<file path="src/rtl/rsi_sqrt.sv">
// pipelined integer square root, one root bit per stage
`default_nettype none

module rsi_sqrt #(
  parameter int VAL_W  = 8,
  parameter int ROOT_W = (VAL_W + 1) / 2
) (
  input  logic              clk_i,
  input  logic [VAL_W-1:0]  val_i,
  output logic [ROOT_W-1:0] root_o
);

  localparam int TW = 2 * ROOT_W + 1;

  logic [TW-1:0]     rem_q  [ROOT_W];
  logic [ROOT_W-1:0] root_q [ROOT_W];

  for (genvar j = 0; j < ROOT_W; j++) begin : g_stage
    localparam int B = ROOT_W - 1 - j;
    logic [TW-1:0]     rem_in;
    logic [TW-1:0]     trial;
    logic [ROOT_W-1:0] root_in;
    logic              ge;

    if (j == 0) begin : g_first
      assign rem_in  = TW'(val_i);
      assign root_in = '0;
    end else begin : g_next
      assign rem_in  = rem_q[j-1];
      assign root_in = root_q[j-1];
    end

    assign trial = TW'({root_in, 2'b01}) << (2 * B);
    assign ge    = rem_in >= trial;

    always_ff @(posedge clk_i) begin
      rem_q[j]  <= ge ? rem_in - trial : rem_in;
      root_q[j] <= {root_in[ROOT_W-2:0], ge};
    end
  end

  assign root_o = root_q[ROOT_W-1];

endmodule

`default_nettype wire

</file>
<file path="config.mk">
export PLATFORM = sky130hd
export DESIGN_NAME = rsi_sqrt
export DESIGN_NICKNAME = d
export VERILOG_FILES = /design/src/rtl/rsi_sqrt.sv
export SDC_FILE = /design/constraint.sdc
export NUM_CORES = 1
export LEC_CHECK = 0
export BUFFER_PORTS_ARGS = -buffer_cell sky130_fd_sc_hd__buf_2
export CAP_MARGIN = 40
export CORE_AREA = 2 2 49 63
export CTS_BUF_LIST = sky130_fd_sc_hd__clkbuf_8 sky130_fd_sc_hd__clkbuf_16
export DETAILED_ROUTE_END_ITERATION = 6
export DIE_AREA = 0 0 51 65
export PLACE_DENSITY = 0.7
export SLEW_MARGIN = 20
export SYNTH_ARGS = -nofsm -noshare
export SYNTH_HDL_FRONTEND = slang
export SYNTH_SLANG_ARGS = --single-unit
</file>
<file path="constraint.sdc">
create_clock -name clk_i -period 1.8 [get_ports clk_i]
set_input_delay 0.36 -clock clk_i [delete_from_list [all_inputs] [get_ports clk_i]]
set_output_delay 0.36 -clock clk_i [all_outputs]
set_load 0.01 [all_outputs]
</file>
; Word level (Yosys, flattened, before mapping)
; Memory sizes are Yosys's and may differ from the RTL's.
; Cells that the tools add are included.
[classes]
n_addsub = 4
order_cmp = 4
n_mux = 4
[op_table]
columns = cell, count
row1 = two-way mux 9 bit, 4
row2 = >= comparator 9 x 6 -> 1 bit, 1
row3 = >= comparator 9 x 8 -> 1 bit, 1
row4 = >= comparator 9 bit, 1
row5 = "subtractor 8 x 7 -> 9 bit, second input constant", 1
row6 = subtractor 9 x 6 -> 9 bit, 1
row7 = subtractor 9 x 8 -> 9 bit, 1
row8 = subtractor 9 bit, 1
row9 = ">= comparator 8 x 7 -> 1 bit, second input constant", 1
[totals]
regBits = 0
ramBits = 52
inputBits = 9
n_memories = 2
[mem_list]
columns = memory, depth, word_bits, rd, rd_clocked_by_memory_dff, write_ports, line_no
row1 = rem_q, 4, 9, 3, 0, 4, 15  ; logic [TW-1:0] rem_q [ROOT_W];
row2 = root_q, 4, 4, 4, 0, 4, 16  ; logic [ROOT_W-1:0] root_q [ROOT_W];

; Longest topological paths before layout
; Gate-level depths: netlist of the first run.
; An unclocked memory read counts as a cell.
[logic_depth]
depth_word = 3
mapped_depth = 6

; Worst setup path before layout of the first run
; No wires, ideal clock.
[synth_path]
path_type = reg2reg
start = mem root_q[1][1] in the netlist's numbering
end = mem rem_q[2][4] in the netlist's numbering
setup_ns = 0.121
arrival_ns = 1.624
required_time_ns = 1.679
slack_ns = 0.055
path_stages_with_launch = 7
path_buffers = 0
synth_period_minus_slack_ns = 1.745
path_cell_list = dfxtp_1 > inv_1 > ha_1 > or4_4 > a21oi_4 > nand2_4 > mux2_4
[synth_lines]
columns = item, line_no
row1 = "start, declared", 16
row2 = "end, declared", 15

==> results of run 1 <==
[routing by layer]
metal | GRT usage | wire [µm] | vias up
li1 | - | - | 433
met1 | 0.112 | 703 | 393
met2 | 0.253 | 1020 | 15
met3 | 0.0691 | 91 | 7
met4 | 0.115 | 65 | 0
met5 | 0 | 0 | -
[cell usage in the layout (no fill, tap or decap), types with 2 or more instances in the layout]
cell,Yosys,layout
sky130_fd_sc_hd__nor2_1,5,5
sky130_fd_sc_hd__nor2b_1,2,2
sky130_fd_sc_hd__xnor2_1,4,4
sky130_fd_sc_hd__a21oi_1,4,4
sky130_fd_sc_hd__mux2_2,2,2
sky130_fd_sc_hd__o21ai_0,3,3
sky130_fd_sc_hd__dfxtp_1,37,36
sky130_fd_sc_hd__o21ai_1,2,2
sky130_fd_sc_hd__o21a_1,3,3
sky130_fd_sc_hd__inv_1,14,14
sky130_fd_sc_hd__nor3_1,3,3
sky130_fd_sc_hd__mux2i_1,2,2
sky130_fd_sc_hd__buf_4,0,4
sky130_fd_sc_hd__nand2_1,6,6
sky130_fd_sc_hd__nand3_1,2,2
sky130_fd_sc_hd__clkbuf_8,0,7
sky130_fd_sc_hd__buf_2,0,12
sky130_fd_sc_hd__ha_1,10,10
[where the power goes]
part | leakage, nW | switching [mW] | internal [mW]
Sequential | 0.310 | 0.0407 | 0.919
Combinational | 0.374 | 0.139 | 0.158
Clock | 0.0542 | 0.261 | 0.345
[flip-flops by register name, summed over array words and instances (netlist names)]
| register | count |
|---|---|
| rem_q | 27 |
| root_q | 10 |
[synthesized netlist by cell type]
master,count
sky130_fd_sc_hd__dfxtp_1,37
sky130_fd_sc_hd__inv_1,14
sky130_fd_sc_hd__ha_1,10
sky130_fd_sc_hd__nand2_1,6
sky130_fd_sc_hd__nor2_1,5
sky130_fd_sc_hd__a21oi_1,4
sky130_fd_sc_hd__xnor2_1,4
sky130_fd_sc_hd__nor3_1,3
sky130_fd_sc_hd__o21a_1,3
sky130_fd_sc_hd__o21ai_0,3
sky130_fd_sc_hd__mux2_2,2
sky130_fd_sc_hd__mux2i_1,2
sky130_fd_sc_hd__nand3_1,2
sky130_fd_sc_hd__nor2b_1,2
sky130_fd_sc_hd__o21ai_1,2
sky130_fd_sc_hd__a21o_1,1
sky130_fd_sc_hd__a21oi_4,1
sky130_fd_sc_hd__a311oi_1,1
sky130_fd_sc_hd__a31o_2,1
sky130_fd_sc_hd__a41oi_1,1
sky130_fd_sc_hd__and2_1,1
sky130_fd_sc_hd__and2b_2,1
sky130_fd_sc_hd__and4bb_2,1
sky130_fd_sc_hd__conb_1,1
sky130_fd_sc_hd__mux2_1,1
sky130_fd_sc_hd__mux2_4,1
sky130_fd_sc_hd__nand2_4,1
sky130_fd_sc_hd__nand4_1,1
sky130_fd_sc_hd__o21ai_2,1
sky130_fd_sc_hd__o221a_1,1
sky130_fd_sc_hd__or2_2,1
sky130_fd_sc_hd__or4_4,1
[critical path: cells and delay by family (launching register included)]
| family | cells | cell delay, ns |
|---|---|---|
| compound gates | 2 | 0.29 |
| fa+ha+maj | 1 | 0.33 |
| buf+inv | 1 | 0.04 |
| flops | 1 | 0.33 |
| mux | 1 | 0.28 |
| simple gates | 1 | 0.30 |
[cell families after synthesis]
family	Yosys count
AND/OR/NAND/NOR	25
buffers and inverters	14
XOR/XNOR	4
multiplexers	6
other	1
flip-flops	37
AO/OA/AOI/OAI	19
adder cells (fa/ha/maj)	10
[per-stage QoR]
step                area [µm²]  instances  hold slack (ns)
finish                    1540        176            0.174
global route              1540        176            0.152
CTS                       1540        176            0.156
detailed placement        1440        168            0.335
global placement          1440        168            0.332
floorplan                 1310        116            0.324
[what timing repair did]
action                     4_1_cts  5_1_grt
resized for setup                0        1
setup buffers                    0        0
setup endpoints to repair        0        4
[area by class of cell]
type / count / area [µm²]
fillers: 259 / 1240
flip-flops and latches: 37 / 742
multi-input cells: 65 / 512
clock buffers: 7 / 96.3
repair buffers: 16 / 90.1
inverters: 14 / 52.6
well taps: 36 / 45.0
clock inverters: 1 / 5.00
[worst paths after layout]
path / startpoint / endpoint / cells after the start
max: root_q[1][1]$_DFF_P_ / rem_q[2][6]$_DFF_P_ / 6
max reg2reg: root_q[1][1]$_DFF_P_ / rem_q[2][6]$_DFF_P_ / 6
min reg2reg: root_q[0][0]$_DFF_P_ / root_q[1][1]$_DFF_P_ / 0
min: val_i[0] / rem_q[0][0]$_DFF_P_ / 1
==> flow_results.org, run 1 <==
** Drt
- Detailed routing inserted a total of 848 vias.
- Number of remaining DRC errors :: 0
- Detailed router's first-iteration violation count :: 23
- Vias per inst :: 4.82
- Number of iterations in the first detailed-routing pass :: 4
- Post-detailed-route count of antenna-violating nets :: 0
- Total routed wirelength :: 1880 µm
- In the final routed layout, each cell accounts on average for 10.7 µm.

** Timing
- Counting I/O delays and the setup requirement, the final critical path takes 1.67 ns.
- Final total negative setup slack :: 0 ns
- Worst setup slack after layout :: 0.129 ns
- Across the routed clock network, the largest skew measured is 0.00466 ns.
- Based on the critical path, the design can be clocked at up to 598 MHz.
- The count of final hold-check violations was 0.
- Setup repair after global routing left no endpoint under its margin.
- Setup violations remaining at the end of the flow were counted as 0.
- Of the available clock period, the critical path in the final layout requires 0.928.
- Number of max-slew violations in the final report :: 0

** Synth
- After synthesis, the largest family of logic cells by area is simple AND/OR/NAND/NOR gates.
- After technology mapping, the gate count stands at 116.
- Largest cells by area after synthesis :: sky130_fd_sc_hd__dfxtp_1, sky130_fd_sc_hd__ha_1, sky130_fd_sc_hd__inv_1
- Simple-gate portion of the synthesized area :: 0.108
- Register area share after synthesis :: 0.568
- Area fraction of the dominant cell type after synthesis :: 0.568
- Summed over all instances, the cell type with the most area after synthesis is sky130_fd_sc_hd__dfxtp_1.
- Combined area of all synthesized cells :: 0.00131 mm²
- Of the post-synthesis cell area, the part taken by muxes is 0.0527.
- Yosys mapped the design onto 32 distinct sky130hd cell types.
- Averaged over all synthesized cells, the footprint is 11.3 µm².
- Of the total synthesized cell area, the portion taken by full adders, half adders and majority gates is 0.0959.
- Number of nets produced by synthesis :: 135
- Of the total synthesized cell area, the portion taken by XOR and XNOR cells is 0.0268.
- Yosys printed 0 warnings.
- Post-synthesis register bit count :: 37
- Compound-Gate Fraction of Synth Area :: 0.105

** Floorplanning
- Die extent in x :: 51 µm
- Measured along the y axis, the die boundary spans 65 µm.
- The core region is 0.00278 mm².
- Effective utilization at floorplan :: 0.469
- Cell Rows :: 22
- During I/O placement, the number of pins put on the boundary was 13.
- Die Area :: 0.00332 mm²

** Clocking
- The clock passes through at most 2 buffers.
- Clock tree synthesis selected as its root buffer the cell sky130_fd_sc_hd__clkbuf_8.
- The H-tree was split into 2 levels.
- For this design, the sink count on the clock tree is 37.
- Clock-pin slew was measured on the worst setup and hold paths at 0.07 ns.
- Clock tree from TritonCTS :: done
- Number of hold buffers added after cts :: 0
- Number of buffers created by CTS :: 5
- Insertion delay to the later sink of the worst-skew pair :: 0.28 ns

** Critical path
- Worst endpoint data arrival time :: 1.84 ns
- In this design, the stage delay of the slowest critical-path cell is 0.33 ns.
- The worst setup path is captured at a flip-flop.
- Critical setup path kind :: reg2reg
- List of cells traversed by the critical path :: inv_1 > ha_1 > and4bb_2 > a21oi_4 > a21oi_1 > mux2_2
- Worst endpoint required time :: 1.97 ns
- Setup slack on the worst reg-to-reg path comes out at 0.13 ns.
- Setup crit start kind :: flip-flop
- Slowest cell on the critical path :: sky130_fd_sc_hd__dfxtp_2
- Of all nets on the critical path, the largest fanout is 4.

** Power
- The completed layout was analyzed and its total power is 1.86 mW.
- Power spread over the standard cell area amounts to 1210 mW/mm².
- IR analysis of the VDD net gives a maximum drop of 768 µV.
- Static power due to leakage :: 0.739 nW

** GRT
- The number of antenna violations at the first check in global routing came to 0.
- The via count of the first global-routing pass came to 852.
- Entering global routing, the biggest net connects 12 pins.
- Global routing usage summed across all routing layers :: 0.142
- First-pass GRT wire length :: 3220 µm
- Remaining global-route overflow :: 0

** Place
- The HPWL after detailed placement is 1430 µm.
- Worst slack at placement :: 0.0507 ns
- Routability-driven placement finished with a final weighted congestion of 0.870.
- Port Buffer Count :: 12

** Finish
- Synth-to-Final Area Change :: 18.2%
- Util after Layout :: 0.555
- Share of cells above drive strength 1 :: 0.257
- After the last flow step, the layout net total stands at 158.
- 0 antenna diodes ended up in the layout.

** Run
- Max Cap Viol :: 0

** Hold path
- The min-delay analysis places its worst path in the category in2reg.

** Run status
- Run status :: complete, no violations
(Power assumes the default switching activity.)
==> inputs of run 2 (changes only) <==
Settings changed: GPL_TIMING_DRIVEN set to 0.
==> run 2 against run 1 <==
Final cell count shrank 2.8%; non-clock buffer count decreased by 4; core utilization down 0.99 points; sequential cell count is the same; clock power is 9.9% lower; clock-buffer cell count fell by 1; fmax is 1.3% lower; setup slack worse by 0.021 ns.
==> flow_results.org, run 2 (synthesis gave the netlist of run 1 again) <==
** Run status
- The run finished with clean final reports.

** Critical path
- CP Depth :: 5
- Following the worst setup path forward leads to its endpoint at rem_q[1][6]$_DFF_P_.
- Gate family responsible for the most delay along the worst path :: adder cells
- Setup slack on the worst flop-to-flop path :: 0.11 ns
- In this run the worst path has a maximum fanout of 5.
- Critical setup path kind :: reg2reg
- Setup crit start kind :: flip-flop
- Tracing the worst setup path back leads to its startpoint at root_q[0][0]$_DFF_P_.
- The slowest stage of the critical path is the sky130_fd_sc_hd__ha_1 cell.
- The worst register-to-register path has a depth of 5.
- In this design, the stage delay of the slowest critical-path cell is 0.35 ns.
- Reg2reg start :: root_q[0][0]$_DFF_P_
- Walking the worst path, the cells encountered are inv_1 > ha_1 > a41oi_1 > nand3_2 > mux2_1.
- For the worst setup path, the data arrival time is 1.86 ns.
- Buffers & Inverters on Critical Path :: 1
- STA puts the critical path data required time at 1.97 ns.
- Endpoint kind of the worst setup timing path :: flip-flop
- The worst register-to-register path ends at rem_q[1][6]$_DFF_P_.

** Drt
- Post-detailed-route count of antenna-violating nets :: 0
- Via count of the routed design :: 843
- Per-cell routed wire length :: 11.3 µm
- Wire segments on met3 add up to 103 µm in the final route.
- Vias per inst :: 4.93
- Number of remaining DRC errors :: 0
- Before antenna repair, the detailed router went through 4 iterations.
- Signal routing reaches up to met4.
- After detailed routing, the wire length on met1 is 726 µm.
- The routed design uses 1040 µm of met2 wire.
- Wires add up to 1930 µm.
- In this run, the number of DRC markers left after iteration 0 of detailed routing was 6.

** Clocking
- Number of hold buffers added after cts :: 0
- Insertion delay to the later sink of the worst-skew pair :: 0.28 ns
- Clock tree from TritonCTS :: done
- Bufs on Longest Clock Path :: 2
- Clock slew seen by the registers of the worst setup and hold paths :: 0.06 ns
- Buffers inserted during clock tree synthesis total 5.
- Cell at the root of the clock tree :: sky130_fd_sc_hd__clkbuf_8
- Depth of the CTS H-tree :: 2
- For this design, the sink count on the clock tree is 37.
- Setup fix buffers added after clock tree synthesis :: 0

** Floorplanning
- 13 I/O pins were placed.
- The floorplan step defined a core boundary enclosing 0.00278 mm².
- Effective utilization at floorplan :: 0.469
- Die extent in x :: 51 µm
- The die is 65 µm tall.
- Cell Rows :: 22
- The floorplan step defined a die boundary enclosing 0.00332 mm².

** Power
- The worst-case IR drop observed on VDD is 734 µV.
- Static power due to leakage :: 0.716 nW
- For this design the ratio of total power to cell area is 1190 mW/mm².
- Total power draw :: 1.80 mW

** Finish
- Counting the fill cells in the layout gives 250.
- In the final layout, the share of cells above drive strength 1 is 0.237.
- rem_q holds more flip-flops than any other register.
- Antenna diode count :: 0
- Leaving out fill and tap cells, the most frequent cell in the layout is sky130_fd_sc_hd__dfxtp_1.
- Flip-flop count of the largest register after layout :: 27
- The largest registers in the layout are rem_q: 27 flops, root_q: 10 flops.
- The top cell types in the final layout, fill and taps aside, are sky130_fd_sc_hd__dfxtp_1, sky130_fd_sc_hd__inv_1, sky130_fd_sc_hd__buf_2, sky130_fd_sc_hd__ha_1.
- At the end of the flow, the number of nets in the layout was 154.
- Synth-to-Final Area Change :: 16.1%

** Hold path
- In this run the worst hold path is classified as in2reg.

** Timing
- Derived from the worst setup path, the maximum achievable clock frequency is 591 MHz.
- Final critical-path share of the clock period :: 0.940
- Final number of hold-violating endpoints :: 0
- Final total negative setup slack :: 0 ns
- Final hold analysis gives a worst-case slack of 0.172 ns.
- The smallest clock period supported by the final layout is computed as 1.69 ns.
- Setup violations remaining at the end of the flow were counted as 0.
- The count of pins over their slew limit came to 0.
- Setup repair after global routing left no endpoint under its margin.
- Layout Skew :: 0.00553 ns

** Place
- The congestion estimate from routability-driven global placement came to 0.839.
- The HPWL after detailed placement is 1450 µm.
- Port Buffer Count :: 12

** Run
- Across the run, the number of max-cap violations was 0.

** GRT
- Global routing usage summed across all routing layers :: 0.141
- The via count of the first global-routing pass is 846.
- Global routing finished with a remaining overflow of 0.
- Entering global routing, the biggest net connects 11 pins.
- First-pass GRT wire length :: 3220 µm
- Antenna violations before repair :: 0
run 2: stage by stage:
stage	util	instances	cell area, µm²	setup WS, ns
final	0.545	171	1520	0.108
after global routing	0.545	171	1520	0.0416
after CTS	0.538	171	1500	0.0590
after detailed placement	0.507	164	1410	-0.0369
after global placement	0.507	164	1410	-0.0197
after floorplan	-	116	1310	0.0547
run 2: layout make-up:
cell class,count,area (µm²),share of cell area
clock buffer,6,82.6,0.0545
clock inverter,1,3.75,0.00248
inverter,14,52.6,0.0347
multi-input combinational,65,531,0.350
sequential,37,741,0.489
tap,36,45.0,0.0297
timing repair buffer,12,60.1,0.0396
run 2: metal layers:
metal,vias to the layer above,GRT usage
met3,6,0.0806
met1,394,0.101
met4,0,0.101
li1,422,-
met5,-,0
met2,21,0.258
run 2: repair_timing:
item | CTS | global route
endpoints found under the setup margin | 2 | 4
gates resized for setup | 0 | 4
pin swaps | 1 | 0
run 2: worst min-delay path by stage:
stage | startpoint | end | cells past startpoint
after floorplan | rem_q[1][1]$_DFF_P_ | rem_q[2][1]$_DFF_P_ | 0
after global placement | rem_q[1][0]$_DFF_P_ | rem_q[2][0]$_DFF_P_ | 0
after detailed placement | rem_q[1][0]$_DFF_P_ | rem_q[2][0]$_DFF_P_ | 0
after CTS | val_i[5] | rem_q[0][5]$_DFF_P_ | 1
after global routing | val_i[4] | rem_q[0][4]$_DFF_P_ | 1
final | val_i[5] | rem_q[0][5]$_DFF_P_ | 1
run 2: report_power, final:
group | switching [mW] | internal (mW)
logic | 0.145 | 0.150
registers | 0.0419 | 0.919
clock network | 0.249 | 0.297
run 2: worst register-to-register path: stages (launching register included):
cell                      delay [ns]
sky130_fd_sc_hd__dfxtp_1        0.32
sky130_fd_sc_hd__inv_1          0.04
sky130_fd_sc_hd__ha_1           0.35
sky130_fd_sc_hd__a41oi_1        0.34
sky130_fd_sc_hd__nand3_2        0.19
sky130_fd_sc_hd__mux2_1         0.35
==> inputs of run 3 (changes only) <==
Settings changed: CORE_AREA 2 2 49 63 to 2 2 55 69, DIE_AREA 0 0 51 65 to 0 0 57 71, PLACE_DENSITY 0.7 to 0.59.
==> run 3 against run 2 <==
Sequential cell count unchanged; clock-buffer cell count is the same; first-iteration DRC count increased to 2.5 times the previous value; global-route usage decreased by 2.5 points; clock skew shrank 0.0026 ns; largest cell class unchanged; clock power hardly changed; core utilization down 10 points.
==> flow_results.org, run 3 (synthesis gave the netlist of run 1 again) <==
** Critical path
- Of all nets on the critical path, the largest fanout is 4.
- The kind of cell with the highest combined delay along the critical path is simple AND/OR/NAND/NOR gates.
- Endpoint kind of the worst setup timing path :: flip-flop
- Data on the critical path arrives at its endpoint at 1.88 ns.
- The worst setup path is launched from a flip-flop.
- List of cells traversed by the critical path :: inv_1 > ha_2 > or4_4 > a21oi_4 > nand2_4 > mux2_4
- Worst endpoint required time :: 1.97 ns
- Slowest cell on the critical path :: sky130_fd_sc_hd__or4_4
- Buffers & Inverters on Critical Path :: 1
- Longest individual stage delay on the worst path :: 0.46 ns
- The critical path is of the reg2reg type.

** Drt
- Detailed router's first-iteration violation count :: 15
- Total routed wirelength :: 1930 µm
- After detailed routing, the number of remaining DRC violations is 0.
- Vias per inst :: 4.68
- Dividing the detail-routed wire length by the instance count gives 11.1 µm.
- Via count of the routed design :: 815
- Number of iterations in the first detailed-routing pass :: 4
- The count of nets left with antenna violations once routing finished came out at 0.

** Power
- Power per cell area :: 1190 mW/mm²
- The completed layout was analyzed and its total power is 1.80 mW.
- IR analysis of the VDD net gives a maximum drop of 682 µV.
- In this run the static leakage power is 0.714 nW.

** Finish
- In the final layout, the registers with the most flip-flops are rem_q: 27 flops, root_q: 10 flops.
- Ranked by flip-flop count, first place goes to rem_q.
- The layout has 325 filler cells.
- Commonest non-fill, non-tap cell in the layout :: sky130_fd_sc_hd__dfxtp_1
- Antenna diode count :: 0
- The count of cells in the finished layout, fillers not included, comes to 174.
- Of the cells placed in the final design, the portion with a size suffix greater than 1 is 0.237.
- Synth-to-Final Area Change :: 16.1%
- In the layout the commonest cells are sky130_fd_sc_hd__dfxtp_1, sky130_fd_sc_hd__inv_1, sky130_fd_sc_hd__buf_2, sky130_fd_sc_hd__ha_1.
- The register with the most flip-flops in the layout has 27 of them.
- Nets :: 154

** Timing
- Final number of hold-violating endpoints :: 0
- Number of max-slew violations in the final report :: 0
- Final critical-path share of the clock period :: 0.950
- Hold is met by 0.170 ns.
- The clock period could shrink to 1.71 ns.
- Maximum operating frequency :: 585 MHz
- Number of failing setup endpoints in the final timing report :: 0
- Layout Skew :: 0.00293 ns
- Setup repair after global routing missed its margin :: false

** Clocking
- TritonCTS created 5 clock buffers.
- No sink is reached through more buffers than the 2 on the longest clock path.
- Once the clock tree was built, the setup fixing pass inserted 0 buffers.
- TritonCTS built the clock tree.
- Clock tree synthesis selected as its root buffer the cell sky130_fd_sc_hd__clkbuf_8.
- Depth of the CTS H-tree :: 2
- Insertion delay to the later sink of the worst-skew pair :: 0.29 ns
- The tree built by TritonCTS fans out to 37 sinks.
- Clock slew seen by the registers of the worst setup and hold paths :: 0.06 ns

** GRT
- Summed over all layers, the global routing overflow is 0.
- Global routing usage summed across all routing layers :: 0.115
- The first global-routing pass estimated 3420 µm of wire.
- Entering global routing, the biggest net connects 11 pins.
- Antenna violations before repair :: 0
- The via count of the first global-routing pass is 839.

** Floorplanning
- For this configuration, the core starts out at a cell density of 0.381.
- The floorplan step defined a core boundary enclosing 0.00342 mm².
- In this run the core area contains 24 standard-cell rows.
- Die boundary height :: 71 µm
- Ports placed on the boundary :: 13
- Die extent in x :: 57 µm
- The die covers 0.00405 mm².

** Hold path
- The tightest min-delay check is of the in2reg type.

** Place
- Once placement completed, the tool counted placed cells totaling 167.
- Half-perimeter wire length after placement :: 1440 µm
- During placement, the flow inserted port buffers numbering 12.
- Routability-driven placement finished with a final weighted congestion of 0.841.

** Run
- Max Cap Viol :: 0

** Run status
- The flow ran to the end, and the final reports show no timing, DRC or antenna violations.
-- run 3: cell types whose count changed in the layout (fill, tap and decap cells not counted) --
cell | previous run | this run
sky130_fd_sc_hd__dfxtp_1 | 37 | 36
sky130_fd_sc_hd__nand3_2 | 1 | 0
sky130_fd_sc_hd__nand3_1 | 1 | 2
sky130_fd_sc_hd__dfxtp_2 | 0 | 1
-- run 3: repair_timing --
| action | CTS | global route |
|---|---|---|
| gates cloned | 0 | 0 |
| endpoints found under the setup margin | 2 | 2 |
| pin swaps | 1 | 0 |
| hold buffers | 0 | 0 |
| gates resized for setup | 0 | 4 |
-- run 3: cell type report --
type | count | area [µm²] | share of cell area
Inverter | 14 | 52.6 | 0.0347
Timing Repair Buffer | 12 | 60.1 | 0.0396
Tap cell | 39 | 48.8 | 0.0322
Clock inverter | 1 | 3.75 | 0.00248
Sequential cell | 37 | 742 | 0.490
Clock buffer | 6 | 82.6 | 0.0545
Multi-Input combinational cell | 65 | 526 | 0.347
-- run 3: where the power goes --
part | leakage (nW) | internal (mW) | switching [mW]
Clock | 0.0485 | 0.297 | 0.252
Sequential | 0.310 | 0.919 | 0.0412
Combinational | 0.355 | 0.149 | 0.143
Total | 0.714 | 1.37 | 0.436
-- run 3: routing by layer --
layer,global-route usage,vias up,share of wire
met5,0,-,0
met4,0.0801,0,0.028
met3,0.0603,7,0.057
met2,0.195,19,0.55
met1,0.104,366,0.37
li1,-,423,-
-- run 3: worst paths after layout --
path / startpoint / to / slack [ns] / cells after the start
worst min register to register: root_q[0][0]$_DFF_P_ / root_q[1][1]$_DFF_P_ / 0.35 / 0
worst max-delay path: root_q[1][1]$_DFF_P_ / rem_q[2][4]$_DFF_P_ / 0.09 / 6
worst max register to register: root_q[1][1]$_DFF_P_ / rem_q[2][4]$_DFF_P_ / 0.09 / 6
worst min-delay path: val_i[4] / rem_q[0][4]$_DFF_P_ / 0.17 / 1
-- run 3: per-stage QoR --
step                      setup slack [ns]  setup TNS [ns]  area [µm²]  utilization
final                               0.0899               0        1520        0.443
after global routing                0.0114               0        1520        0.443
after CTS                           0.0310               0        1500        0.438
after detailed placement           -0.0732          -0.112        1410        0.413
after global placement             -0.0259         -0.0259        1410        0.413
after floorplan                     0.0547               0        1310            -
