$ cat config.mk
export PLATFORM = sky130hd
export DESIGN_NAME = rsi_div
export DESIGN_NICKNAME = d
export VERILOG_FILES = /design/src/rtl/rsi_div.sv
export SDC_FILE = /design/constraint.sdc
export NUM_CORES = 1
export LEC_CHECK = 0
export BUFFER_PORTS_ARGS = -buffer_cell sky130_fd_sc_hd__buf_2
export CELL_PAD_IN_SITES_DETAIL_PLACEMENT = 0
export CELL_PAD_IN_SITES_GLOBAL_PLACEMENT = 1
export CORE_MARGIN = 4
export CORE_UTILIZATION = 51
export DETAILED_ROUTE_END_ITERATION = 8
export PLACE_DENSITY = 0.92
export RECOVER_POWER = 50
export SLEW_MARGIN = 30
export SYNTH_ARGS = -nofsm -noshare
export SYNTH_HDL_FRONTEND = slang
export SYNTH_SLANG_ARGS = --single-unit
$ cat constraint.sdc
create_clock -name clk_i -period 5.06 [get_ports clk_i]
set_clock_uncertainty 0.15 [all_clocks]
set_input_delay 0.759 -clock clk_i [delete_from_list [all_inputs] [get_ports clk_i]]
set_output_delay 0.759 -clock clk_i [all_outputs]
set_load 0.02 [all_outputs]
$ cat src/rtl/rsi_div.sv
// pipelined restoring divider, one quotient bit per stage, optional hold stages
`default_nettype none

module rsi_div #(
  parameter int NUM_W = 8,
  parameter int DEN_W = 8,
  parameter int QUO_W = 4,
  parameter int DEPTH = 4
) (
  input  logic             clk_i,
  input  logic [NUM_W-1:0] num_i,
  input  logic [DEN_W-1:0] den_i,
  output logic [QUO_W-1:0] quo_o
);

  localparam int REM_W = DEN_W + QUO_W;

  logic [REM_W-1:0] rem_q [QUO_W];
  logic [DEN_W-1:0] den_q [QUO_W];
  logic [QUO_W-1:0] quo_q [DEPTH];

  for (genvar j = 0; j < DEPTH; j++) begin : g_stage
    if (j < QUO_W) begin : g_step
      logic [REM_W-1:0] rem_in;
      logic [REM_W-1:0] sub;
      logic [DEN_W-1:0] den_in;
      logic [QUO_W-1:0] quo_in;
      logic             ge;

      if (j == 0) begin : g_first
        assign rem_in = REM_W'(num_i);
        assign den_in = den_i;
        assign quo_in = '0;
      end else begin : g_next
        assign rem_in = rem_q[j-1];
        assign den_in = den_q[j-1];
        assign quo_in = quo_q[j-1];
      end

      assign sub = REM_W'(den_in) << (QUO_W - 1 - j);
      assign ge  = rem_in >= sub;

      always_ff @(posedge clk_i) begin
        rem_q[j] <= ge ? rem_in - sub : rem_in;
        den_q[j] <= den_in;
        quo_q[j] <= {quo_in[QUO_W-2:0], ge};
      end
    end else begin : g_hold
      always_ff @(posedge clk_i) begin
        quo_q[j] <= quo_q[j-1];
      end
    end
  end

  assign quo_o = quo_q[DEPTH-1];

endmodule

`default_nettype wire

# Yosys cells after proc, flatten, opt, wreduce, memory -nomap -nowiden
# Memory sizes are Yosys's and may differ from the RTL's.
# Cells that the tools add are included.
dict set report word_totals {
  register_bits 0
  latch_bits 0
  mem_bits_rw 96
  rom_bits 0
  inputBits 17
  output_inout_bits 4
  word_cells 15
  n_memories 3
}
dict set report op_classes {
  addsub 4
  n_mul 0
  div_mod_pow 0
  magnitude_cmp 4
  eq_ne 0
  shift 0
  muxes 4
  n_bitwise 0
  reduce_logical 0
}
# name depth word_bits rd rd_clocked_by_memory_dff wr line
set memory_table {}
lappend memory_table {rem_q 4 12 3 0 4 18} ;# logic [REM_W-1:0] rem_q [QUO_W];
lappend memory_table {den_q 4 8 3 0 4 19} ;# logic [DEN_W-1:0] den_q [QUO_W];
lappend memory_table {quo_q 4 4 4 0 4 20} ;# logic [QUO_W-1:0] quo_q [DEPTH];
# cell count
set op_table {}
lappend op_table {{two-way mux 12 bit} 4}
lappend op_table {{greater-or-equal comparator 12 x 10 -> 1 bit} 1}
lappend op_table {{greater-or-equal comparator 12 x 8 -> 1 bit} 1}
lappend op_table {{greater-or-equal comparator 12 x 9 -> 1 bit} 1}
lappend op_table {{subtractor 12 x 10 -> 12 bit} 1}
lappend op_table {{subtractor 12 x 8 -> 12 bit} 1}
lappend op_table {{subtractor 12 x 9 -> 12 bit} 1}
lappend op_table {{subtractor 8 x 11 -> 12 bit} 1}
lappend op_table {{greater-or-equal comparator 8 x 11 -> 1 bit} 1}

# Longest topological paths before layout
# Gate-level depths: netlist of the first run.
# An unclocked memory read counts as a cell.
dict set report logic_depth {
  depth_word 3
  ltp_mapped 10
  ltp_nobuf 9
}

# Worst setup path before layout of the first run
# OpenSTA, ideal clock, no wires.
dict set report synth_path {
  path_type {in2reg}
  from {in den_i[1]}
  to {mem rem_q[0][4] in the netlist's numbering}
  setup_ns 0.121
  arrival_ns 2.170
  required_time_ns 4.789
  setup_slack_ns 2.619
  cell_stages 7
  n_path_buf 0
  cell_sequence {inv_1 -> ha_1 -> nor2b_1 -> o21ai_0 -> a21bo_2 -> a31oi_2 -> mux2_2}
}
# item line
set synth_rtl {}
lappend synth_rtl {{from (decl)} 12} ;# input logic [DEN_W-1:0] den_i,
lappend synth_rtl {{to (decl)} 18}

==> flow_summary.html, run 1 <==
<table>
<tr><th>Metric</th><th>Value</th></tr>
<tr><th colspan="2">Cells and area</th></tr>
<tr><td>Number of diodes added for antenna fixing</td><td>0</td></tr>
<tr><td>Final core utilization</td><td>about three fifths</td></tr>
<tr><td>Share of post-route cells with drive strength above 1</td><td>a little over an eighth</td></tr>
<tr><td>Post-route insts no fill</td><td>just under 400</td></tr>
<tr><td>Layout area overhead</td><td>12.5%</td></tr>
<tr><td>Number of fill cells</td><td>between 500 and 600</td></tr>
<tr><td>Final layout net count</td><td>between 300 and 400</td></tr>
<tr><th colspan="2">Clock tree</th></tr>
<tr><td>Clock tree from TritonCTS</td><td>built</td></tr>
<tr><td>Number of hold-repair buffers added at the cts stage</td><td>0</td></tr>
<tr><td>Htree depth</td><td>3</td></tr>
<tr><td>Number of gates given a new drive strength after cts</td><td>0</td></tr>
<tr><td>Clock Sink Count</td><td>70</td></tr>
<tr><td>Latest clock arrival within the worst-skew pair</td><td>between 0.3 and 0.4 ns</td></tr>
<tr><td>Clock root buffer master</td><td>sky130_fd_sc_hd__clkbuf_8</td></tr>
<tr><td>Clock Tree Buf Depth</td><td>2</td></tr>
<tr><td>Clock slew at the register clock pins of the worst setup and hold paths</td><td>approximately 0.080 ns</td></tr>
<tr><td>Setup fix buffers added after clock tree synthesis</td><td>0</td></tr>
<tr><td>Number of clock buffers inserted by TritonCTS</td><td>9</td></tr>
<tr><th colspan="2">STA</th></tr>
<tr><td>Part of the cycle the worst path needs</td><td>between 50 and 60%</td></tr>
<tr><td>Final setup violation count</td><td>0</td></tr>
<tr><td>Max-slew violations</td><td>0</td></tr>
<tr><td>Final setup slack of the worst path</td><td>~2.3 ns</td></tr>
<tr><td>Min Clock Period, post-route</td><td>2.71 ns</td></tr>
<tr><td>Setup Total Neg Slack</td><td>0 ns</td></tr>
<tr><td>Worst slew pin tran</td><td>slightly above 0.5 ns</td></tr>
<tr><td>Headroom to the max-slew limit</td><td>between 60% and 70%</td></tr>
<tr><td>Maximum operating frequency</td><td>approximately 370 MHz</td></tr>
<tr><td>RSZ-0062 raised after global routing</td><td>false</td></tr>
<tr><td>Hold Fails Final Rpt</td><td>0</td></tr>
<tr><th colspan="2">Critical path</th></tr>
<tr><td>Cell class contributing the biggest share of worst-path delay</td><td>compound AO/OA/AOI/OAI gates</td></tr>
<tr><td>Critical-path top delay cell</td><td>sky130_fd_sc_hd__a2111o_1</td></tr>
<tr><td>R2R cell count</td><td>8</td></tr>
<tr><td>Worst flop-to-flop path endpoint</td><td>rem_q[1][9]</td></tr>
<tr><td>Most frequent cell on the critical path</td><td>sky130_fd_sc_hd__inv_1</td></tr>
<tr><td>Total buffers and inverters traversed by the critical path</td><td>2</td></tr>
<tr><td>Worst reg2reg startpoint</td><td>rem_q[0][2]</td></tr>
<tr><td>Peak per-stage delay on the critical path</td><td>~0.62 ns</td></tr>
<tr><td>Critical Path, Cell by Cell</td><td>inv_1 -&gt; ha_1 -&gt; inv_1 -&gt; fa_1 -&gt; a211oi_1 -&gt; o21ai_1 -&gt; a2111o_1 -&gt; mux2_1</td></tr>
<tr><td>Endpoint class of the critical path</td><td>register</td></tr>
<tr><td>Worst Path Arrival</td><td>between 2 and 3 ns</td></tr>
<tr><td>Critical path data required time</td><td>about 5 ns</td></tr>
<tr><td>Register-to-register setup slack</td><td>between 2 and 2.5 ns</td></tr>
<tr><td>Kind of start point of the critical path</td><td>register</td></tr>
<tr><td>Worst Path Class, Setup</td><td>reg2reg</td></tr>
<tr><td>Crit Path Max Fanout</td><td>14</td></tr>
<tr><th colspan="2">Placed design</th></tr>
<tr><td>Last weighted congestion value of the routability-driven placer</td><td>between 0.8 and 0.9</td></tr>
<tr><td>DP Wirelength</td><td>4280 um</td></tr>
<tr><td>I/O Buffers</td><td>20</td></tr>
<tr><td>Dpl ws</td><td>between 2 and 2.5 ns</td></tr>
<tr><td>Number of placed instances with taps included</td><td>380</td></tr>
<tr><th colspan="2">Pwr</th></tr>
<tr><td>Pwr Total</td><td>around 1.4 mW</td></tr>
<tr><td>Largest voltage drop on the vdd net</td><td>between 0.2 and 0.25 mV</td></tr>
<tr><td>Total power divided by cell area</td><td>410 nW/um^2</td></tr>
<tr><td>Leakage power of the design</td><td>roughly 1.6 nW</td></tr>
<tr><th colspan="2">Synthesis</th></tr>
<tr><td>Most used DFF post-synth</td><td>sky130_fd_sc_hd__dfxtp_1</td></tr>
<tr><td>Top cells by area in the synthesized netlist</td><td>sky130_fd_sc_hd__dfxtp_1 46%, sky130_fd_sc_hd__ha_1 12%, sky130_fd_sc_hd__inv_1 4.6%</td></tr>
<tr><td>Combinational family with the most area after synthesis</td><td>compound AO/OA/AOI/OAI gates</td></tr>
<tr><td>Most instantiated library cell after synthesis</td><td>sky130_fd_sc_hd__dfxtp_1</td></tr>
<tr><td>Adder and majority gate portion of the synthesized area</td><td>about 14%</td></tr>
<tr><td>Post-Synth XOR/XNOR Area</td><td>2.90%</td></tr>
<tr><td>Commonest cells post-synth</td><td>70 x sky130_fd_sc_hd__dfxtp_1, 37 x sky130_fd_sc_hd__inv_1, 29 x sky130_fd_sc_hd__ha_1, 17 x sky130_fd_sc_hd__a21oi_1</td></tr>
<tr><td>Number of enable-type register cells in the synthesized netlist</td><td>0</td></tr>
<tr><td>Share of synthesized area occupied by flip-flops and latches</td><td>between 40% and 50%</td></tr>
<tr><td>Simple-gate portion of the synthesized area</td><td>10.4%</td></tr>
<tr><td>Yosys top cell area share</td><td>between 40% and 50%</td></tr>
<tr><td>Asr flop ratio synth</td><td>0%</td></tr>
<tr><td>Compound-cell area share of the yosys netlist</td><td>between 15 and 20%</td></tr>
<tr><td>Cell type contributing the most total cell area after synthesis</td><td>sky130_fd_sc_hd__dfxtp_1</td></tr>
<tr><td>Mux cell area share after synthesis</td><td>5.85%</td></tr>
<tr><td>Synthesized instance count</td><td>roughly 290</td></tr>
<tr><td>Mean post-synth cell area</td><td>~10 sq um</td></tr>
<tr><td>Number of distinct library cells after synthesis</td><td>50</td></tr>
<tr><td>Syn Std Cell Area</td><td>slightly above 3000 sq um</td></tr>
<tr><td>Number of storage elements in the synthesis netlist</td><td>70</td></tr>
<tr><td>Yosys warns</td><td>0</td></tr>
<tr><td>Synth Net Count</td><td>338</td></tr>
<tr><th colspan="2">Min path</th></tr>
<tr><td>Hold path startpoint</td><td>quo_q[0][0]</td></tr>
<tr><td>Path type of the worst min-delay path</td><td>reg2reg</td></tr>
<tr><td>Endpoint of the worst hold-timing path</td><td>quo_q[1][1]</td></tr>
<tr><td>Worst hold stages</td><td>0</td></tr>
<tr><th colspan="2">Drt</th></tr>
<tr><td>Total detailed-routing wirelength</td><td>5460 um</td></tr>
<tr><td>Antenna Violating Nets Remaining</td><td>0</td></tr>
<tr><td>Detailed-routing iteration count for the pre-antenna-repair pass</td><td>4</td></tr>
<tr><td>Mean number of vias per cell</td><td>about 5.2</td></tr>
<tr><td>Routed vias</td><td>a little over 2000</td></tr>
<tr><td>Number of remaining DRC errors</td><td>0</td></tr>
<tr><td>DRC marker count from the first detailed-route iteration</td><td>50</td></tr>
<tr><td>Routed length per placed instance</td><td>around 14 um</td></tr>
<tr><th colspan="2">GRT</th></tr>
<tr><td>Number of antenna violations at the first check in global routing</td><td>0</td></tr>
<tr><td>Wire length of the first global-routing pass</td><td>about 10000 um</td></tr>
<tr><td>GRT Residual Overflow</td><td>0</td></tr>
<tr><td>Global router's overall resource usage</td><td>around 17%</td></tr>
<tr><td>Maximum number of pins on one net before global-route repair</td><td>15</td></tr>
<tr><td>Via count of the first global-routing pass</td><td>2230</td></tr>
<tr><th colspan="2">Flow run</th></tr>
<tr><td>Maxcap violations</td><td>0</td></tr>
<tr><th colspan="2">Run status</th></tr>
<tr><td>Result of the run</td><td>finished clean</td></tr>
<tr><th colspan="2">Floorplan</th></tr>
<tr><td>Starting utilization of the core area</td><td>a little over half</td></tr>
<tr><td>Num rows</td><td>27</td></tr>
<tr><td>Die extent in x</td><td>between 80 and 90 um</td></tr>
<tr><td>Die area</td><td>7210 sq um</td></tr>
<tr><td>I/O pin count</td><td>21</td></tr>
<tr><td>Standard cell core area</td><td>5610 sq um</td></tr>
<tr><td>Vert. Die Dim</td><td>84.9 um</td></tr>
</table>
==> cell usage in the layout (no fill, tap or decap), types with 3 or more instances in the layout <==
| cell type | count |
|---|---|
| sky130_fd_sc_hd__dfxtp_1 | 70 |
| sky130_fd_sc_hd__inv_1 | 37 |
| sky130_fd_sc_hd__ha_1 | 29 |
| sky130_fd_sc_hd__a21oi_1 | 17 |
| sky130_fd_sc_hd__buf_2 | 15 |
| sky130_fd_sc_hd__nand2_1 | 10 |
| sky130_fd_sc_hd__nor2_1 | 10 |
| sky130_fd_sc_hd__o21ai_0 | 9 |
| sky130_fd_sc_hd__clkbuf_8 | 9 |
| sky130_fd_sc_hd__a21o_1 | 8 |
| sky130_fd_sc_hd__xnor2_1 | 6 |
| sky130_fd_sc_hd__clkbuf_1 | 6 |
| sky130_fd_sc_hd__nor3_1 | 5 |
| sky130_fd_sc_hd__o21a_1 | 5 |
| sky130_fd_sc_hd__o21ai_1 | 5 |
| sky130_fd_sc_hd__nor3b_1 | 5 |
| sky130_fd_sc_hd__mux2_1 | 5 |
| sky130_fd_sc_hd__nand4_1 | 4 |
| sky130_fd_sc_hd__or3_1 | 4 |
| sky130_fd_sc_hd__o31ai_1 | 4 |
| sky130_fd_sc_hd__nor2b_1 | 4 |
| sky130_fd_sc_hd__xor2_1 | 4 |
| sky130_fd_sc_hd__mux2_2 | 4 |
| sky130_fd_sc_hd__a211oi_1 | 3 |
| sky130_fd_sc_hd__mux2_4 | 3 |
| sky130_fd_sc_hd__mux2i_1 | 3 |
| sky130_fd_sc_hd__or4_1 | 3 |
| sky130_fd_sc_hd__fa_1 | 3 |
==> through the flow <==
step                      area, sq um  hold WS, ns
after detailed placement         3200        0.162
final                            3390        0.180
after floorplan                  3020        0.160
after global placement           3200        0.160
after global routing             3390        0.194
after CTS                        3400        0.181
==> how the worst max path moves through the flow <==
stage                 from     endpoint  depth (start not counted)
2_1_floorplan     den_i[1]  rem_q[0][4]                          7
3_3_place_gp      num_i[3]  rem_q[0][7]                          7
3_5_place_dp      num_i[3]  rem_q[0][7]                          7
4_1_cts        rem_q[0][2]  rem_q[1][9]                          8
5_1_grt        rem_q[0][2]  rem_q[1][8]                          8
6_report       rem_q[0][2]  rem_q[1][9]                          8
==> routing by layer <==
metal	track usage [%]	routed length, um	vias to the layer above
met3	4.47	228	13
met1	19.3	2390	906
met2	29.6	2690	50
li1	-	-	1077
met5	0	0	-
met4	9.21	151	0
==> final cells by class <==
type	count	area, sq um	share of cell area (%)
Timing Repair Buffer	20	93.8	2.76
Clock inverter	6	71.3	2.10
Multi-Input combinational cell	180	1470	43.2
Inverter	38	145	4.28
Tap cell	72	90.1	2.65
Clock buffer	10	128	3.76
Sequential cell	70	1400	41.3
==> state kept, by name, summed over array words and instances, names as in the netlist <==
name / flops
rem_q: 36
den_q: 24
quo_q: 10
==> worst register-to-register path: cells and delay by family, from the launching register on <==
family,cells,cell delay [ns]
AOI/OAI and AO/OA,3,1.05
adders and majority gates,2,0.58
buffers and inverters,2,0.11
DFF,1,0.32
muxes,1,0.39
==> where the power goes <==
part / switching [mW] / total, mW / leakage (nW) / internal, mW
sequential: 0.0272 / 0.646 / 0.586 / 0.619
clock: 0.216 / 0.446 / 0.0931 / 0.231
combinational: 0.159 / 0.300 / 0.900 / 0.141
==> logic make-up (layout without fill, tap and decap cells) <==
| family | after synthesis | in the layout |
|---|---|---|
| xor+xnor | 10 | 10 |
| compound gates | 67 | 67 |
| buf+inv | 39 | 74 |
| mux | 15 | 15 |
| fa+ha+maj | 32 | 32 |
| flops | 70 | 70 |
| simple gates | 56 | 56 |
Note: power is estimated with default switching activity, not from simulation.
==> inputs of run 2 (changes only) <==
--- a/config.mk
+++ b/config.mk
@@ -9,9 +9,9 @@
 export CELL_PAD_IN_SITES_DETAIL_PLACEMENT = 0
 export CELL_PAD_IN_SITES_GLOBAL_PLACEMENT = 1
 export CORE_MARGIN = 4
-export CORE_UTILIZATION = 51
+export CORE_UTILIZATION = 47
 export DETAILED_ROUTE_END_ITERATION = 8
-export PLACE_DENSITY = 0.92
+export PLACE_DENSITY = 0.86
 export RECOVER_POWER = 50
 export SLEW_MARGIN = 30
 export SYNTH_ARGS = -nofsm -noshare
==> constraint.sdc (replaced) <==
create_clock -name clk_i -period 2.7 [get_ports clk_i]
set_clock_uncertainty 0.15 [all_clocks]
set_input_delay 0.405 -clock clk_i [delete_from_list [all_inputs] [get_ports clk_i]]
set_output_delay 0.405 -clock clk_i [all_outputs]
set_load 0.02 [all_outputs]
==> run 2 against run 1 <==
Effect of this change: non-clock buffer count increased by 6; wire length grew 0.73%; setup slack got worse by 2.2 ns; power up 97%; worst hold slack worse by 0.15 ns.
==> flow_summary.html, run 2 (same netlist as run 1, synthesis figures left out) <==
<table>
<tr><th>Metric</th><th>Value</th></tr>
<tr><th colspan="2">Run status</th></tr>
<tr><td>Result of the run</td><td>finished clean</td></tr>
<tr><th colspan="2">Cells and area</th></tr>
<tr><td>Post-route insts no fill</td><td>around 410</td></tr>
<tr><td>Top Registers</td><td>rem_q: 36 flops, den_q: 24 flops, quo_q: 10 flops</td></tr>
<tr><td>Layout area overhead</td><td>15.6%</td></tr>
<tr><td>Commonest non-fill, non-tap cells in the layout</td><td>70 x sky130_fd_sc_hd__dfxtp_1, 37 x sky130_fd_sc_hd__inv_1, 29 x sky130_fd_sc_hd__ha_1</td></tr>
<tr><td>Largest register by flop count</td><td>rem_q</td></tr>
<tr><td>Largest register FFs</td><td>36</td></tr>
<tr><td>Footprint of the flip-flops and latches</td><td>between 1000 and 1500 sq um</td></tr>
<tr><td>Final instance area</td><td>roughly 3500 sq um</td></tr>
<tr><td>Number of diodes added for antenna fixing</td><td>0</td></tr>
<tr><td>Number of fill cells</td><td>~520</td></tr>
<tr><td>Share of post-route cells with drive strength above 1</td><td>~15%</td></tr>
<tr><td>Most common library cell in the layout ignoring fill and taps</td><td>sky130_fd_sc_hd__dfxtp_1</td></tr>
<tr><td>Final layout net count</td><td>roughly 370</td></tr>
<tr><td>Area occupied by multi-input gates</td><td>approximately 1500 sq um</td></tr>
<tr><td>Final core utilization</td><td>approximately 58%</td></tr>
<tr><th colspan="2">Min path</th></tr>
<tr><td>Hold path startpoint</td><td>den_i[5]</td></tr>
<tr><td>Path type of the worst min-delay path</td><td>in2reg</td></tr>
<tr><th colspan="2">STA</th></tr>
<tr><td>RSZ-0062 raised after global routing</td><td>false</td></tr>
<tr><td>Hold Fails Final Rpt</td><td>0</td></tr>
<tr><td>Min Clock Period, post-route</td><td>around 2.5 ns</td></tr>
<tr><td>Max-slew violations</td><td>0</td></tr>
<tr><td>Part of the cycle the worst path needs</td><td>just over 90%</td></tr>
<tr><td>Setup Total Neg Slack</td><td>0 ns</td></tr>
<tr><td>Maximum operating frequency</td><td>slightly below 400 MHz</td></tr>
<tr><td>Headroom to the max-slew limit</td><td>between 70% and 80%</td></tr>
<tr><td>Final setup slack of the worst path</td><td>~0.17 ns</td></tr>
<tr><td>Final setup violation count</td><td>0</td></tr>
<tr><td>Worst slew pin tran</td><td>about 0.42 ns</td></tr>
<tr><th colspan="2">GRT</th></tr>
<tr><td>Via count of the first global-routing pass</td><td>2188</td></tr>
<tr><td>GRT met2 Usage</td><td>27.5%</td></tr>
<tr><td>Top Usage Layer GRT</td><td>met2</td></tr>
<tr><td>Maximum number of pins on one net before global-route repair</td><td>12</td></tr>
<tr><td>M3 GR Usage</td><td>4.80%</td></tr>
<tr><td>GRT Residual Overflow</td><td>0</td></tr>
<tr><td>Number of antenna violations at the first check in global routing</td><td>0</td></tr>
<tr><td>Global-route met1 utilization</td><td>between 10% and 20%</td></tr>
<tr><td>Global router's overall resource usage</td><td>between 15 and 20%</td></tr>
<tr><td>Wire length of the first global-routing pass</td><td>9790 um</td></tr>
<tr><th colspan="2">Placed design</th></tr>
<tr><td>Dpl ws</td><td>around 0.09 ns</td></tr>
<tr><td>Placed Instance Area</td><td>3240 sq um</td></tr>
<tr><td>I/O Buffers</td><td>20</td></tr>
<tr><td>Number of placed instances with taps included</td><td>about 390</td></tr>
<tr><td>Last weighted congestion value of the routability-driven placer</td><td>0.914</td></tr>
<tr><td>DP Wirelength</td><td>~4300 um</td></tr>
<tr><th colspan="2">Critical path</th></tr>
<tr><td>Peak per-stage delay on the critical path</td><td>0.51 ns</td></tr>
<tr><td>Critical path data required time</td><td>around 2.8 ns</td></tr>
<tr><td>Critical Path, Cell by Cell</td><td>inv_1 -&gt; ha_1 -&gt; inv_1 -&gt; fa_1 -&gt; a211oi_2 -&gt; o21ai_1 -&gt; a2111o_1 -&gt; buf_4 -&gt; o21ai_1 -&gt; o21a_1</td></tr>
<tr><td>Worst Path Class, Setup</td><td>reg2reg</td></tr>
<tr><td>Worst Path Arrival</td><td>2.65 ns</td></tr>
<tr><td>Cell class contributing the biggest share of worst-path delay</td><td>compound AO/OA/AOI/OAI gates</td></tr>
<tr><td>Kind of start point of the critical path</td><td>register</td></tr>
<tr><td>Crit Path Max Fanout</td><td>7</td></tr>
<tr><td>Total buffers and inverters traversed by the critical path</td><td>3</td></tr>
<tr><td>Worst reg2reg startpoint</td><td>rem_q[0][2]</td></tr>
<tr><td>Critical-path top delay cell</td><td>sky130_fd_sc_hd__a2111o_1</td></tr>
<tr><td>Endpoint class of the critical path</td><td>register</td></tr>
<tr><td>Origin of the worst setup path</td><td>rem_q[0][2]</td></tr>
<tr><th colspan="2">Floorplan</th></tr>
<tr><td>Die extent in x</td><td>88.1 um</td></tr>
<tr><td>Num rows</td><td>28</td></tr>
<tr><td>Starting utilization of the core area</td><td>between 40 and 50%</td></tr>
<tr><td>Die area</td><td>~7800 sq um</td></tr>
<tr><td>Vert. Die Dim</td><td>~90 um</td></tr>
<tr><td>I/O pin count</td><td>21</td></tr>
<tr><td>Standard cell core area</td><td>6060 sq um</td></tr>
<tr><th colspan="2">Pwr</th></tr>
<tr><td>Leakage power of the design</td><td>around 1.6 nW</td></tr>
<tr><td>Total power divided by cell area</td><td>roughly 790 nW/um^2</td></tr>
<tr><td>Largest voltage drop on the vdd net</td><td>roughly 0.41 mV</td></tr>
<tr><th colspan="2">Drt</th></tr>
<tr><td>Mean number of vias per cell</td><td>around 5.2</td></tr>
<tr><td>DRC marker count from the first detailed-route iteration</td><td>73</td></tr>
<tr><td>Number of remaining DRC errors</td><td>0</td></tr>
<tr><td>Detailed-routing iteration count for the pre-antenna-repair pass</td><td>4</td></tr>
<tr><td>Antenna Violating Nets Remaining</td><td>0</td></tr>
<tr><td>Routed vias</td><td>between 2000 and 2500</td></tr>
<tr><td>Routed length per placed instance</td><td>13.6 um</td></tr>
<tr><td>Total detailed-routing wirelength</td><td>~5500 um</td></tr>
<tr><th colspan="2">Clock tree</th></tr>
<tr><td>Clock root buffer master</td><td>sky130_fd_sc_hd__clkbuf_8</td></tr>
<tr><td>Number of clock buffers inserted by TritonCTS</td><td>9</td></tr>
<tr><td>Clock Tree Buf Depth</td><td>2</td></tr>
<tr><td>Htree depth</td><td>3</td></tr>
<tr><td>Latest clock arrival within the worst-skew pair</td><td>around 0.34 ns</td></tr>
<tr><td>Clock tree from TritonCTS</td><td>built</td></tr>
<tr><td>Clock slew at the register clock pins of the worst setup and hold paths</td><td>around 0.07 ns</td></tr>
<tr><td>Clock Sink Count</td><td>70</td></tr>
<tr><td>Number of hold-repair buffers added at the cts stage</td><td>0</td></tr>
<tr><th colspan="2">Flow run</th></tr>
<tr><td>Maxcap violations</td><td>0</td></tr>
</table>
[run 2: per-layer routing]
layer | share of wire, % | up-vias
li1 | - | 1088
met1 | 45 | 959
met3 | 4.3 | 13
met2 | 48 | 50
met4 | 2.7 | 0
met5 | 0 | -
[run 2: layout make-up]
type | count | share of cell area [%]
Clock buffer | 13 | 4.84
Tap cell | 75 | 2.69
Sequential cell | 70 | 40.2
Clock inverter | 3 | 1.87
Timing Repair Buffer | 26 | 3.91
Multi-Input combinational cell | 180 | 42.3
Inverter | 38 | 4.16
[run 2: final timing paths]
path / slack, ns / depth (start not counted) / endpoint
setup / recovery: 0.17 / 10 / rem_q[1][5]
hold / removal: 0.03 / 1 / den_q[0][5]
setup reg to reg: 0.17 / 10 / rem_q[1][5]
hold reg to reg: 0.18 / 0 / quo_q[3][1]
[run 2: what timing repair did]
item	4_1_cts	5_1_grt
setup endpoints to repair	0	8
setup buffers	0	1
resized for setup	0	2
[run 2: per-stage QoR]
| stage | power (mW) | hold WS (ns) |
|---|---|---|
| after floorplan | 1.66 | 0.160 |
| after global placement | 1.80 | 0.160 |
| after detailed placement | 1.81 | 0.163 |
| after CTS | 2.77 | 0.00783 |
| after global routing | 2.91 | 0.00423 |
| final | 2.75 | 0.0257 |
[run 2: power by group]
part / switching [mW] / internal, mW / total (mW)
Clock: 0.355 / 0.595 / 0.949
Combinational: 0.307 / 0.280 / 0.588
Sequential: 0.0499 / 1.16 / 1.21
Total: 0.712 / 2.04 / 2.75
